## config.mk

```make
export PLATFORM = sky130hd
export DESIGN_NAME = coefficient_bit_packer
export DESIGN_NICKNAME = d
export VERILOG_FILES = /design/src/design/cbp_pkg.sv /design/src/design/cbp_queue.sv /design/src/design/cbp_front.sv /design/src/design/cbp_gearbox.sv /design/src/design/coefficient_bit_packer.sv
export SDC_FILE = /design/constraint.sdc
export NUM_CORES = 1
export LEC_CHECK = 0
export ABC_AREA = 1
export BUFFER_PORTS_ARGS = -buffer_cell sky130_fd_sc_hd__buf_2
export CORE_MARGIN = 2
export CORE_UTILIZATION = 47
export DETAILED_ROUTE_END_ITERATION = 12
export GPL_TIMING_DRIVEN = 0
export SLEW_MARGIN = 20
export SYNTH_ARGS = -nofsm -noshare
export SYNTH_HDL_FRONTEND = slang
export SYNTH_SLANG_ARGS = --single-unit
```

## constraint.sdc

```tcl
create_clock -name clk -period 12 [get_ports clk]
set_input_delay 3.6 -clock clk [delete_from_list [all_inputs] [get_ports clk]]
set_output_delay 3.6 -clock clk [all_outputs]
set_load 0.005 [all_outputs]
```

## src/design/cbp_pkg.sv

```systemverilog
package cbp_pkg;

    localparam int WORD_W = 64;
    localparam int NBITS_W = 7;
    localparam int ACC_W = WORD_W + 7;
    localparam int ACC_CNT_W = 7;
    localparam int LIMIT_W = 10;
    localparam int CFG_IDX_W = 2;

    localparam logic [1:0] MODE_UNSIGNED = 2'd0;
    localparam logic [1:0] MODE_SIGNED = 2'd1;
    localparam logic [1:0] MODE_SPARSE = 2'd2;

    localparam logic [CFG_IDX_W-1:0] REG_PACK_MODE = 2'd0;
    localparam logic [CFG_IDX_W-1:0] REG_COEFF_WIDTH = 2'd1;
    localparam logic [CFG_IDX_W-1:0] REG_MODULUS_M1 = 2'd2;
    localparam logic [CFG_IDX_W-1:0] REG_NZ_LIMIT = 2'd3;

    // One coefficient after classification: bits to append, LSB first.
    typedef struct packed {
        logic [WORD_W-1:0]  bits;
        logic [NBITS_W-1:0] nbits;
        logic               last;
    } entry_t;

    typedef struct packed {
        logic       last;
        logic [7:0] data;
    } out_t;

endpackage

```

## src/design/cbp_queue.sv

```systemverilog
module cbp_queue #(
    parameter int DATA_W = 8
) (
    input  logic              clk,
    input  logic              rst_n,
    input  logic              push,
    input  logic [DATA_W-1:0] wdata,
    output logic              full,
    input  logic              pop,
    output logic [DATA_W-1:0] rdata,
    output logic              empty
);
    localparam int DEPTH = 2;

    logic [DATA_W-1:0] mem_reg [DEPTH];
    logic              wr_ptr_reg;
    logic              wr_ptr_next;
    logic              rd_ptr_reg;
    logic              rd_ptr_next;
    logic [1:0]        count_reg;
    logic [1:0]        count_next;
    logic              do_push;
    logic              do_pop;

    assign full = (count_reg == 2'(DEPTH));
    assign empty = (count_reg == 2'd0);
    assign do_push = push && !full;
    assign do_pop = pop && !empty;
    assign rdata = mem_reg[rd_ptr_reg];

    always_comb
    begin
        wr_ptr_next = do_push ? !wr_ptr_reg : wr_ptr_reg;
        rd_ptr_next = do_pop ? !rd_ptr_reg : rd_ptr_reg;
        count_next = count_reg;
        if (do_push && !do_pop)
        begin
            count_next = count_reg + 2'd1;
        end
        else if (do_pop && !do_push)
        begin
            count_next = count_reg - 2'd1;
        end
    end

    always_ff @(posedge clk)
    begin
        if (do_push)
        begin
            mem_reg[wr_ptr_reg] <= wdata;
        end
    end

    always_ff @(posedge clk or negedge rst_n)
    begin
        if (!rst_n)
        begin
            wr_ptr_reg <= 1'b0;
            rd_ptr_reg <= 1'b0;
            count_reg <= 2'd0;
        end
        else
        begin
            wr_ptr_reg <= wr_ptr_next;
            rd_ptr_reg <= rd_ptr_next;
            count_reg <= count_next;
        end
    end

    assert property (@(posedge clk) disable iff (!rst_n) count_reg <= 2'(DEPTH))
        else $error("queue count out of range");
    assert property (@(posedge clk) disable iff (!rst_n)
        (wr_ptr_reg == rd_ptr_reg) |-> (count_reg == 2'd0 || count_reg == 2'(DEPTH)))
        else $error("queue pointers disagree with count");
    assert property (@(posedge clk) disable iff (!rst_n)
        (do_push && !do_pop) |=> !empty)
        else $error("queue lost a transaction");

endmodule

```

## src/design/cbp_front.sv

```systemverilog
module cbp_front #(
    parameter int COEFFS_PER_POLY = 512,
    parameter int POSITION_BITS = 9,
    parameter int MAX_WIDTH = 64
) (
    input  logic                            clk,
    input  logic                            rst_n,
    input  logic                            cfg_valid,
    input  logic [cbp_pkg::CFG_IDX_W-1:0]   cfg_index,
    input  logic [cbp_pkg::WORD_W-1:0]      cfg_data,
    output logic                            cfg_ready,
    input  logic                            accept,
    input  logic [cbp_pkg::WORD_W-1:0]      coeff_word,
    input  logic                            last_coeff,
    output cbp_pkg::entry_t                 entry
);
    import cbp_pkg::*;

    localparam int IDX_W = (COEFFS_PER_POLY > 1) ? $clog2(COEFFS_PER_POLY) : 1;

    logic [1:0]         mode_reg;
    logic [NBITS_W-1:0] width_reg;
    logic [WORD_W-1:0]  mod_m1_reg;
    logic [LIMIT_W-1:0] limit_reg;
    logic [IDX_W-1:0]   idx_reg;
    logic [IDX_W-1:0]   idx_next;
    logic [LIMIT_W-1:0] nz_reg;
    logic [LIMIT_W-1:0] nz_next;

    logic [NBITS_W-1:0] w_eff;
    logic [WORD_W-1:0]  mask;
    logic [WORD_W-1:0]  biased;
    logic               sparse_hit;
    logic               sign_bit;
    logic [POSITION_BITS-1:0] pos;

    assign cfg_ready = 1'b1;

    always_ff @(posedge clk or negedge rst_n)
    begin
        if (!rst_n)
        begin
            mode_reg <= MODE_UNSIGNED;
            width_reg <= 7'd8;
            mod_m1_reg <= '0;
            limit_reg <= '0;
        end
        else if (cfg_valid)
        begin
            case (cfg_index)
                REG_PACK_MODE:   mode_reg <= cfg_data[1:0];
                REG_COEFF_WIDTH: width_reg <= cfg_data[NBITS_W-1:0];
                REG_MODULUS_M1:  mod_m1_reg <= cfg_data;
                REG_NZ_LIMIT:    limit_reg <= cfg_data[LIMIT_W-1:0];
                default:         mode_reg <= mode_reg;
            endcase
        end
    end

    always_comb
    begin
        w_eff = (width_reg > NBITS_W'(MAX_WIDTH)) ? NBITS_W'(MAX_WIDTH) : width_reg;
        mask = (w_eff >= NBITS_W'(WORD_W)) ? '1 : ((WORD_W'(1) << w_eff) - WORD_W'(1));
        biased = coeff_word;
        if (mode_reg == MODE_SIGNED && w_eff != '0)
        begin
            biased = coeff_word + (WORD_W'(1) << (w_eff - NBITS_W'(1)));
        end
        sparse_hit = (coeff_word != '0) && (nz_reg < limit_reg);
        sign_bit = (coeff_word == mod_m1_reg);
        pos = POSITION_BITS'(idx_reg);

        entry.last = last_coeff;
        if (mode_reg == MODE_SPARSE)
        begin
            // skipped entries carry no bits so the gearbox stays clean above its count
            entry.bits = sparse_hit ? WORD_W'({sign_bit, pos}) : '0;
            entry.nbits = sparse_hit ? NBITS_W'(POSITION_BITS + 1) : '0;
        end
        else
        begin
            entry.bits = biased & mask;
            entry.nbits = w_eff;
        end

        idx_next = (idx_reg == IDX_W'(COEFFS_PER_POLY - 1)) ? '0 : idx_reg + IDX_W'(1);
        nz_next = nz_reg;
        if (mode_reg == MODE_SPARSE && sparse_hit)
        begin
            nz_next = nz_reg + LIMIT_W'(1);
        end
        if (last_coeff)
        begin
            idx_next = '0;
            nz_next = '0;
        end
    end

    always_ff @(posedge clk or negedge rst_n)
    begin
        if (!rst_n)
        begin
            idx_reg <= '0;
            nz_reg <= '0;
        end
        else if (accept)
        begin
            idx_reg <= idx_next;
            nz_reg <= nz_next;
        end
    end

    assert property (@(posedge clk) disable iff (!rst_n)
        (accept && last_coeff) |=> (idx_reg == '0 && nz_reg == '0))
        else $error("counters not cleared after last coefficient");
    assert property (@(posedge clk) disable iff (!rst_n)
        (accept && mode_reg == MODE_SPARSE && nz_reg >= limit_reg) |-> entry.nbits == '0)
        else $error("sparse entry packed past the limit");
    assert property (@(posedge clk) disable iff (!rst_n)
        (accept && mode_reg != MODE_SPARSE) |-> ((entry.bits & ~mask) == '0))
        else $error("bits above the width reach the gearbox");

endmodule

```

## src/design/cbp_gearbox.sv

```systemverilog
module cbp_gearbox (
    input  logic            clk,
    input  logic            rst_n,
    input  logic            in_empty,
    input  cbp_pkg::entry_t in_entry,
    output logic            in_pop,
    input  logic            out_full,
    output logic            out_push,
    output cbp_pkg::out_t   out_item
);
    import cbp_pkg::*;

    // acc holds cnt valid bits, LSB first; bits above cnt are always zero.
    logic [ACC_W-1:0]     acc_reg;
    logic [ACC_W-1:0]     acc_next;
    logic [ACC_CNT_W-1:0] cnt_reg;
    logic [ACC_CNT_W-1:0] cnt_next;
    logic                 flush_reg;
    logic                 flush_next;

    logic                 emit_want;
    logic                 emit;
    logic [ACC_CNT_W-1:0] rem;
    logic                 load;
    logic [ACC_W-1:0]     acc_shift;

    always_comb
    begin
        emit_want = (cnt_reg >= ACC_CNT_W'(8)) || (flush_reg && cnt_reg != '0);
        emit = emit_want && !out_full;
        if (emit)
        begin
            rem = (cnt_reg >= ACC_CNT_W'(8)) ? cnt_reg - ACC_CNT_W'(8) : '0;
            acc_shift = acc_reg >> 8;
        end
        else
        begin
            rem = cnt_reg;
            acc_shift = acc_reg;
        end
        load = !in_empty && (rem < ACC_CNT_W'(8)) && (!flush_reg || rem == '0);

        if (load)
        begin
            acc_next = acc_shift | (ACC_W'(in_entry.bits) << rem[2:0]);
            cnt_next = rem + ACC_CNT_W'(in_entry.nbits);
            flush_next = in_entry.last;
        end
        else
        begin
            acc_next = acc_shift;
            cnt_next = rem;
            flush_next = flush_reg && (rem != '0);
        end

        in_pop = load;
        out_push = emit;
        out_item.data = acc_reg[7:0];
        out_item.last = flush_reg && (cnt_reg <= ACC_CNT_W'(8));
    end

    always_ff @(posedge clk or negedge rst_n)
    begin
        if (!rst_n)
        begin
            acc_reg <= '0;
            cnt_reg <= '0;
            flush_reg <= 1'b0;
        end
        else
        begin
            acc_reg <= acc_next;
            cnt_reg <= cnt_next;
            flush_reg <= flush_next;
        end
    end

    assert property (@(posedge clk) disable iff (!rst_n) cnt_reg <= ACC_CNT_W'(ACC_W))
        else $error("gearbox bit count overflow");
    assert property (@(posedge clk) disable iff (!rst_n)
        (emit && cnt_reg < ACC_CNT_W'(8)) |-> flush_reg)
        else $error("partial byte sent outside a flush");
    assert property (@(posedge clk) disable iff (!rst_n)
        (emit && out_item.last && !load) |=> (cnt_reg == '0 && !flush_reg))
        else $error("state left over after final byte");

endmodule

```

## src/design/coefficient_bit_packer.sv

```systemverilog
// A coefficient accepted on the input passes through the entry queue, the
// gearbox and the result queue before its first byte shows on the result side.
// Throughput: one coefficient per cycle while each adds at most 8 bits and
// results are popped; the gearbox sends one byte per cycle, so wider ones lag.
// Reset (rst_n low, asynchronous) empties both queues, clears pending bits and
// counters, and loads the registers with mode 0, width 8, zero, zero.
module coefficient_bit_packer #(
    parameter int COEFFS_PER_POLY = 512,
    parameter int POSITION_BITS = 9,
    parameter int MAX_WIDTH = 64
) (
    input  logic                          clk,
    input  logic                          rst_n,
    input  logic                          push,
    output logic                          full,
    input  logic [cbp_pkg::WORD_W-1:0]    coeff_word,
    input  logic                          last_coeff,
    output logic                          empty,
    input  logic                          pop,
    output logic [7:0]                    out_byte,
    output logic                          last_byte,
    input  logic                          cfg_valid,
    output logic                          cfg_ready,
    input  logic [cbp_pkg::CFG_IDX_W-1:0] cfg_index,
    input  logic [cbp_pkg::WORD_W-1:0]    cfg_data
);
    import cbp_pkg::*;

    logic   accept;
    entry_t fe_entry;
    entry_t q_entry;
    logic   q_empty;
    logic   q_pop;
    logic   o_full;
    logic   o_push;
    out_t   o_item;
    out_t   o_head;

    assign accept = push && !full;

    cbp_front #(
        .COEFFS_PER_POLY(COEFFS_PER_POLY),
        .POSITION_BITS(POSITION_BITS),
        .MAX_WIDTH(MAX_WIDTH)
    ) u_front (
        .clk(clk),
        .rst_n(rst_n),
        .cfg_valid(cfg_valid),
        .cfg_index(cfg_index),
        .cfg_data(cfg_data),
        .cfg_ready(cfg_ready),
        .accept(accept),
        .coeff_word(coeff_word),
        .last_coeff(last_coeff),
        .entry(fe_entry)
    );

    cbp_queue #(
        .DATA_W($bits(entry_t))
    ) u_entry_q (
        .clk(clk),
        .rst_n(rst_n),
        .push(accept),
        .wdata(fe_entry),
        .full(full),
        .pop(q_pop),
        .rdata(q_entry),
        .empty(q_empty)
    );

    cbp_gearbox u_gearbox (
        .clk(clk),
        .rst_n(rst_n),
        .in_empty(q_empty),
        .in_entry(q_entry),
        .in_pop(q_pop),
        .out_full(o_full),
        .out_push(o_push),
        .out_item(o_item)
    );

    cbp_queue #(
        .DATA_W($bits(out_t))
    ) u_out_q (
        .clk(clk),
        .rst_n(rst_n),
        .push(o_push),
        .wdata(o_item),
        .full(o_full),
        .pop(pop),
        .rdata(o_head),
        .empty(empty)
    );

    assign out_byte = o_head.data;
    assign last_byte = o_head.last;

endmodule

```

==> Word level (Yosys, flattened, before mapping) <==
Memory sizes are Yosys's and may differ from the RTL's.
Cells that the tools add are included.
{ "word_totals": {"regBits": 189, "mem_bits_rw": 162, "in_bits": 136, "output_inout_bits": 12, "elab_cells": 121, "memories": 2} }
{ "op_classes": {"add_sub_neg": 11, "order_cmp": 6, "n_eq_ne": 9, "shifts": 3, "n_mux": 24, "bitwise": 2, "n_reduce_logical": 49} }
{ "mem_list": {"columns": ["memory", "words", "word_bits", "read_ports", "rd_clocked_by_memory_dff", "wr", "line", "text"], "rows": [
  ["u_entry_q.mem_reg", 2, 72, 1, 0, 1, "cbp_queue.sv:15", "logic [DATA_W-1:0] mem_reg [DEPTH];"],
  ["u_out_q.mem_reg", 2, 9, 1, 0, 1, "cbp_queue.sv:15", null]
]} }
{ "ops": {"columns": ["operator", "n"], "rows": [
  ["2-to-1 mux 71 bit", 3],
  ["2-to-1 mux 64 bit", 2],
  ["<< shifter 1 x 7 -> 64 bit, first input constant", 2],
  ["bitwise OR 71 bit", 1],
  ["<< shifter 64 x 3 -> 71 bit", 1],
  ["adder 64 bit", 1],
  ["bitwise AND 64 bit", 1],
  ["== test 64 bit", 1],
  ["nonzero test 64 bit", 1],
  ["subtractor 64 x 1 -> 64 bit, second input constant", 1],
  ["2-to-1 mux 10 bit", 3],
  ["2-to-1 mux 7 bit", 4],
  ["nonzero test 7 bit", 3],
  ["logical AND 1 bit", 18],
  ["2-to-1 mux 9 bit", 2],
  ["logical NOT 1 bit", 13],
  ["adder 10 x 1 -> 10 bit, second input constant", 1],
  ["== test 2 bit, second input constant", 5],
  ["less-than comparator 10 bit", 1],
  ["AND reduction 2 bit", 5],
  ["adder 9 x 1 -> 9 bit, second input constant", 1],
  ["== test 9 bit, second input constant", 1],
  ["2-to-1 mux 2 bit", 4],
  ["adder 7 bit", 1],
  ["other kinds (16)", 28]
]} }

==> Logic depth before layout (Yosys ltp) <==
{ "logic_depth": {"word_depth": 12, "mapped_depth": 27, "depth_no_buf": 25} }

==> By module <==
A second synthesis with hierarchy kept.
{ "hier_totals": {"hier_cells": 4113, "hier_area_um2": 27726.6} }
{ "by_module_without_submodules": {"columns": ["mod", "n_inst", "cells_each", "area_each_um2"], "rows": [
  ["cbp_front", 1, 2480, 14528.9],
  ["cbp_gearbox", 1, 1146, 6816.5],
  ["cbp_queue at u_entry_q", 1, 407, 5490.3],
  ["cbp_queue at u_out_q", 1, 78, 880.8],
  ["coefficient_bit_packer", 1, 2, 10.0]
]} }

==> Worst setup path before layout <==
No wires, ideal clock.
{ "synth_path": {"path_type": "in2reg", "from": "input push", "to": "memory u_entry_q.mem_reg[1][0] (netlist name), enable pin", "setup_ps": 504, "arrival_ps": 6940, "required_ps": 11496, "setup_slack_ps": 4555, "path_stages": 3, "path_buffers": 1, "path_cell_list": "o21ai_0 clkbuf_1 nor2_1"} }
{ "synth_via": {"elab_chain_len": 4} }
{ "synth_lines": {"columns": ["item", "line", "text"], "rows": [
  ["start, declared", "coefficient_bit_packer.sv:14", "input logic push,"],
  ["logical AND 1 bit", "coefficient_bit_packer.sv:39", "assign accept = push && !full;"],
  ["logical AND 1 bit", "cbp_queue.sv:27", "assign do_push = push && !full;"],
  ["2-to-1 mux 1 bit", "cbp_queue.sv:48", "if (do_push)"],
  ["2-to-1 mux 1 bit (not written as such)", "cbp_queue.sv:50", "mem_reg[wr_ptr_reg] <= wdata;"],
  ["end, declared", "cbp_queue.sv:15", null]
]} }
No other way between the ends.

==> metrics list <==
- GRT Residual Overflow: 0
- Counting buffers and inverters, the worst setup path is 17 cells deep.
* Horiz. Die Dim: 238 um
- Sequential share of power: 0.299
- DIE AREA: 0.0569 mm^2
* Count of buffers added by post-CTS timing repair for setup: 0
- Synth area leader: sky130_fd_sc_hd__edfxtp_1
* Slowest cell on the critical path: sky130_fd_sc_hd__fa_1
* Total net switching power: 2810 uW
* Critical path type: in2reg
- Max-slew violation count: 0
- At the end of the flow the core is filled with cells to 0.537.
* Floorplan Core Area: 0.0540 mm^2
- Post-DP HPWL: 78.7 mm
- Syn nets: 3923
- The register with the most flip-flops in the layout has 144 of them.
- TritonCTS built the clock tree.
- Post-Syn Instances: 3700
* Pwr Density: 213 mW/mm^2
* Number of routed nets with antenna violations: 0
- For this run, the register share of the synthesized area comes to 0.371.
- The share of synthesized area in the top cell type comes to 0.188.
- Final hold violation count: 0
- In this run the critical register-to-register path is captured at u_entry_q.mem_reg[0][44].
- Path depth of the worst reg2reg path: 20
- Syn_area_per_cell: 6.98 um^2
* Largest net degree at the start of global routing: 91
- Max rail drop VDD: 128 uV
- FFs w/ async S/R, synth: 0.538
* Standby leakage power: 0.0142 uW
* Ant diodes: 0
- Leading cell type by number of instances after synthesis: sky130_fd_sc_hd__nand2_1
- Clk slew on worst S/H paths: 0.06 ns
- The run finished with clean final reports.
- Transition time at the pin with the least slew margin: 1.07 ns
- Count of boundary I/O pins: 148
- Relative to the synthesized area, the layout overhead comes to 12.4%.
- Top Family by Delay on Critical Path: simple AND/OR/NAND/NOR gates
* First-pass GRT wire length: 145 mm
- Number of library cell types mapped by synthesis: 63
- The worst hold path belongs to the class reg2reg.
- The congestion estimate from routability-driven global placement came to 1.03.
- The worst path in the final design needs a cycle of 6.24 ns, including I/O delays and setup.
* Category of the worst setup path launch point: primary input
- STA puts the critical path data required time at 12.35 ns.
- Initial antenna violation count: 0
- The worst register-to-register path begins at u_front.width_reg[4].
- Between clock sinks in the finished design, the worst skew comes to 0.0342 ns.
- The via count of the first global-routing pass came to 24500.
- Mapped cell area: 0.0258 mm^2
* Critical path's most frequent cell: sky130_fd_sc_hd__nand2_1
* Critical Path End Type: register
* Fraction of power spent switching nets: 0.453
- Comb pwr share: 0.492
- The clock passes through at most 3 buffers.
- Yosys warning total: 0
- Net count of the finished layout: 4118
* Top achievable clock speed: 160 MHz
* Synthesis-stage register bit count: 351
- Internal power comes to 3380 uW.
- Buffers inserted to repair hold after CTS numbered 0.
- Data on the critical path arrives at its endpoint at 6.59 ns.
- Count of buffering cells on the critical path with inverters included: 1
- Crit-path max cell delay: 0.43 ns
- Unrepaired setup endpoints after global routing: no
- Critical path destination: u_entry_q.mem_reg[0][66]
* Cell Rows: 85
- Sequence of cells on the critical path: buf_2, ha_1, fa_1, nand3_1, nand3_1, nand2_1, nand2_1, a21oi_1, o21ai_0, nand2_1, nand3_1, nand2_1, nand2_1, nand2_1, nand2_1, nor2_1, nor2_1
- Port buffering added 146 buffers.
- Drt via density: 5.53
- Share of power burned in the clock network: 0.209
* Dominant synthesized flop cell: sky130_fd_sc_hd__dfrtp_1
- CTS buffer count: 39
- The most critical setup path has its startpoint at coeff_word[0].
* First-iteration detailed-routing DRC count: 2323
* Maximum fanout count along the critical path: 4
- After synthesis, the cell types taking the most area are sky130_fd_sc_hd__edfxtp_1 (19%), sky130_fd_sc_hd__dfrtp_1 (18%), sky130_fd_sc_hd__nand2_1 (15%).
- Die boundary height: 238 um
- After routing, the total negative slack on setup checks comes to 0 ns.
- Clock root buffer: sky130_fd_sc_hd__clkbuf_16
- The tree built by TritonCTS fans out to 351 sinks.
* Total via count in the routed design: 25500
- Before antenna repair, the detailed router went through 6 iterations.
* Share of post-route cells with drive strength above 1: 0.0976
- Counting instances in the post-synthesis netlist gives the leading cell types as sky130_fd_sc_hd__nand2_1 (1058), sky130_fd_sc_hd__nand3_1 (505), sky130_fd_sc_hd__nor2_1 (380).
* Count of flip-flops with a built-in enable after synthesis: 162
- For this configuration, the core starts out at a cell density of 0.478.
- After clock tree synthesis, the repair step resized 0 gates.
* Number of maximum-capacitance constraint violations: 0
- Wirelength, routed: 95.8 mm
- Setup violations remaining at the end of the flow were counted as 0.
- Fill cell instance count of the final layout: 5473
* Crit share post-route: 0.520
- CTS built an H-tree with a depth of 2.
- In the final routed layout, each cell accounts on average for 20.7 um.
- Number of remaining DRC errors: 0
- Setup slack, reg-to-reg: 7.03 ns
- For the worst-skew pair, the clock arrives at the later sink with an insertion delay of 0.61 ns.
- Normalized max-slew margin: 0.282
* All-Layer GR Usage: 0.338
worst min path at each step:
stage | start | endpoint | cells past startpoint
2_1_floorplan | u_gearbox.acc_reg[0] | u_out_q.mem_reg[0][0] | 0
3_3_place_gp | u_gearbox.acc_reg[0] | u_out_q.mem_reg[0][0] | 0
3_5_place_dp | u_gearbox.acc_reg[0] | u_out_q.mem_reg[0][0] | 0
4_1_cts | u_gearbox.acc_reg[0] | u_out_q.mem_reg[1][0] | 0
5_1_grt | u_gearbox.acc_reg[7] | u_out_q.mem_reg[1][7] | 0
6_report | u_gearbox.acc_reg[7] | u_out_q.mem_reg[1][7] | 0
placed cells by master (no fill, tap or decap), types with 8 or more instances in the layout:
cell type and n:
sky130_fd_sc_hd__buf_1 18, sky130_fd_sc_hd__ha_1 85, sky130_fd_sc_hd__o21ai_0 233, sky130_fd_sc_hd__xnor2_1 40, sky130_fd_sc_hd__inv_1 354, sky130_fd_sc_hd__nand2_2 9
sky130_fd_sc_hd__o21ai_1 8, sky130_fd_sc_hd__o21bai_1 15, sky130_fd_sc_hd__nor2_1 378, sky130_fd_sc_hd__nand3b_1 9, sky130_fd_sc_hd__nor2_2 10, sky130_fd_sc_hd__dfrtp_1 188
sky130_fd_sc_hd__a21oi_1 152, sky130_fd_sc_hd__clkbuf_16 39, sky130_fd_sc_hd__or2_2 10, sky130_fd_sc_hd__nor3_1 50, sky130_fd_sc_hd__nand2_1 1058, sky130_fd_sc_hd__mux2_2 54
sky130_fd_sc_hd__nand4_1 35, sky130_fd_sc_hd__buf_2 182, sky130_fd_sc_hd__inv_2 19, sky130_fd_sc_hd__edfxtp_1 162, sky130_fd_sc_hd__o211ai_1 14, sky130_fd_sc_hd__xor2_1 51
sky130_fd_sc_hd__clkbuf_1 84, sky130_fd_sc_hd__nor4_1 33, sky130_fd_sc_hd__nand3_1 505
per-stage QoR:
step	cells	hold slack [ns]	worst slack, ns	area (um^2)	power (uW)
6_report	4622	0.472	5.76	29000	6190
2_1_floorplan	3700	0.437	4.56	25800	3900
3_5_place_dp	4550	0.453	5.21	27700	4880
5_1_grt	4622	0.482	5.48	29000	6660
4_1_cts	4622	0.469	5.82	29000	6190
3_3_place_gp	4542	0.450	2.65	27400	4850
routing by layer:
metal | track usage | part of all wire | vias up
met3 | 0.0434 | 0.065 | 209
met4 | 0.157 | 0.050 | 0
met1 | 0.444 | 0.43 | 11700
met5 | 0 | 0 | -
li1 | - | - | 12700
met2 | 0.555 | 0.46 | 953
cells by family (layout without fill, tap and decap cells):
family	count (synthesis)	in the layout	share of synthesized area
and+or+nand+nor	2128	2128	0.353
DFF	351	351	0.371
adders and majority gates	87	87	0.0427
xor gates and xnor gates	91	91	0.0309
other	1	1	0.000145
muxes	60	60	0.0259
AOI/OAI and AO/OA	467	467	0.0984
buffers and inverters	515	741	0.0778
power by group through the flow:
| stage | Sequential (uW) | Combinational [uW] | Clock (uW) |
|---|---|---|---|
| after CTS | 1850 | 3020 | 1310 |
| final | 1850 | 3040 | 1290 |
| after global routing | 1890 | 3410 | 1360 |
| after detailed placement | 1880 | 3010 | 0 |
| after floorplan | 1840 | 2050 | 0 |
| after global placement | 1890 | 2950 | 0 |
layout make-up:
class                           instances  area, um^2  area share
Sequential cell                       351        9600       0.331
Buffer                                139         596      0.0205
Tap cell                              696         871      0.0300
Timing Repair Buffer                  154         938      0.0323
Clock buffer                           49        1040      0.0360
Inverter                              376        1410      0.0487
Clock inverter                         23         324      0.0112
Multi-Input combinational cell       2834       14200       0.491
worst register-to-register path, delay by kind of cell, from the launching register on:
kind	cells	cell delay, ns
AOI/OAI and AO/OA	2	0.40
and+or+nand+nor	14	3.11
adders and majority gates	1	0.24
DFF	1	0.47
buffers and inverters	3	0.54
No activity file was read; power rests on OpenSTA's default activity.
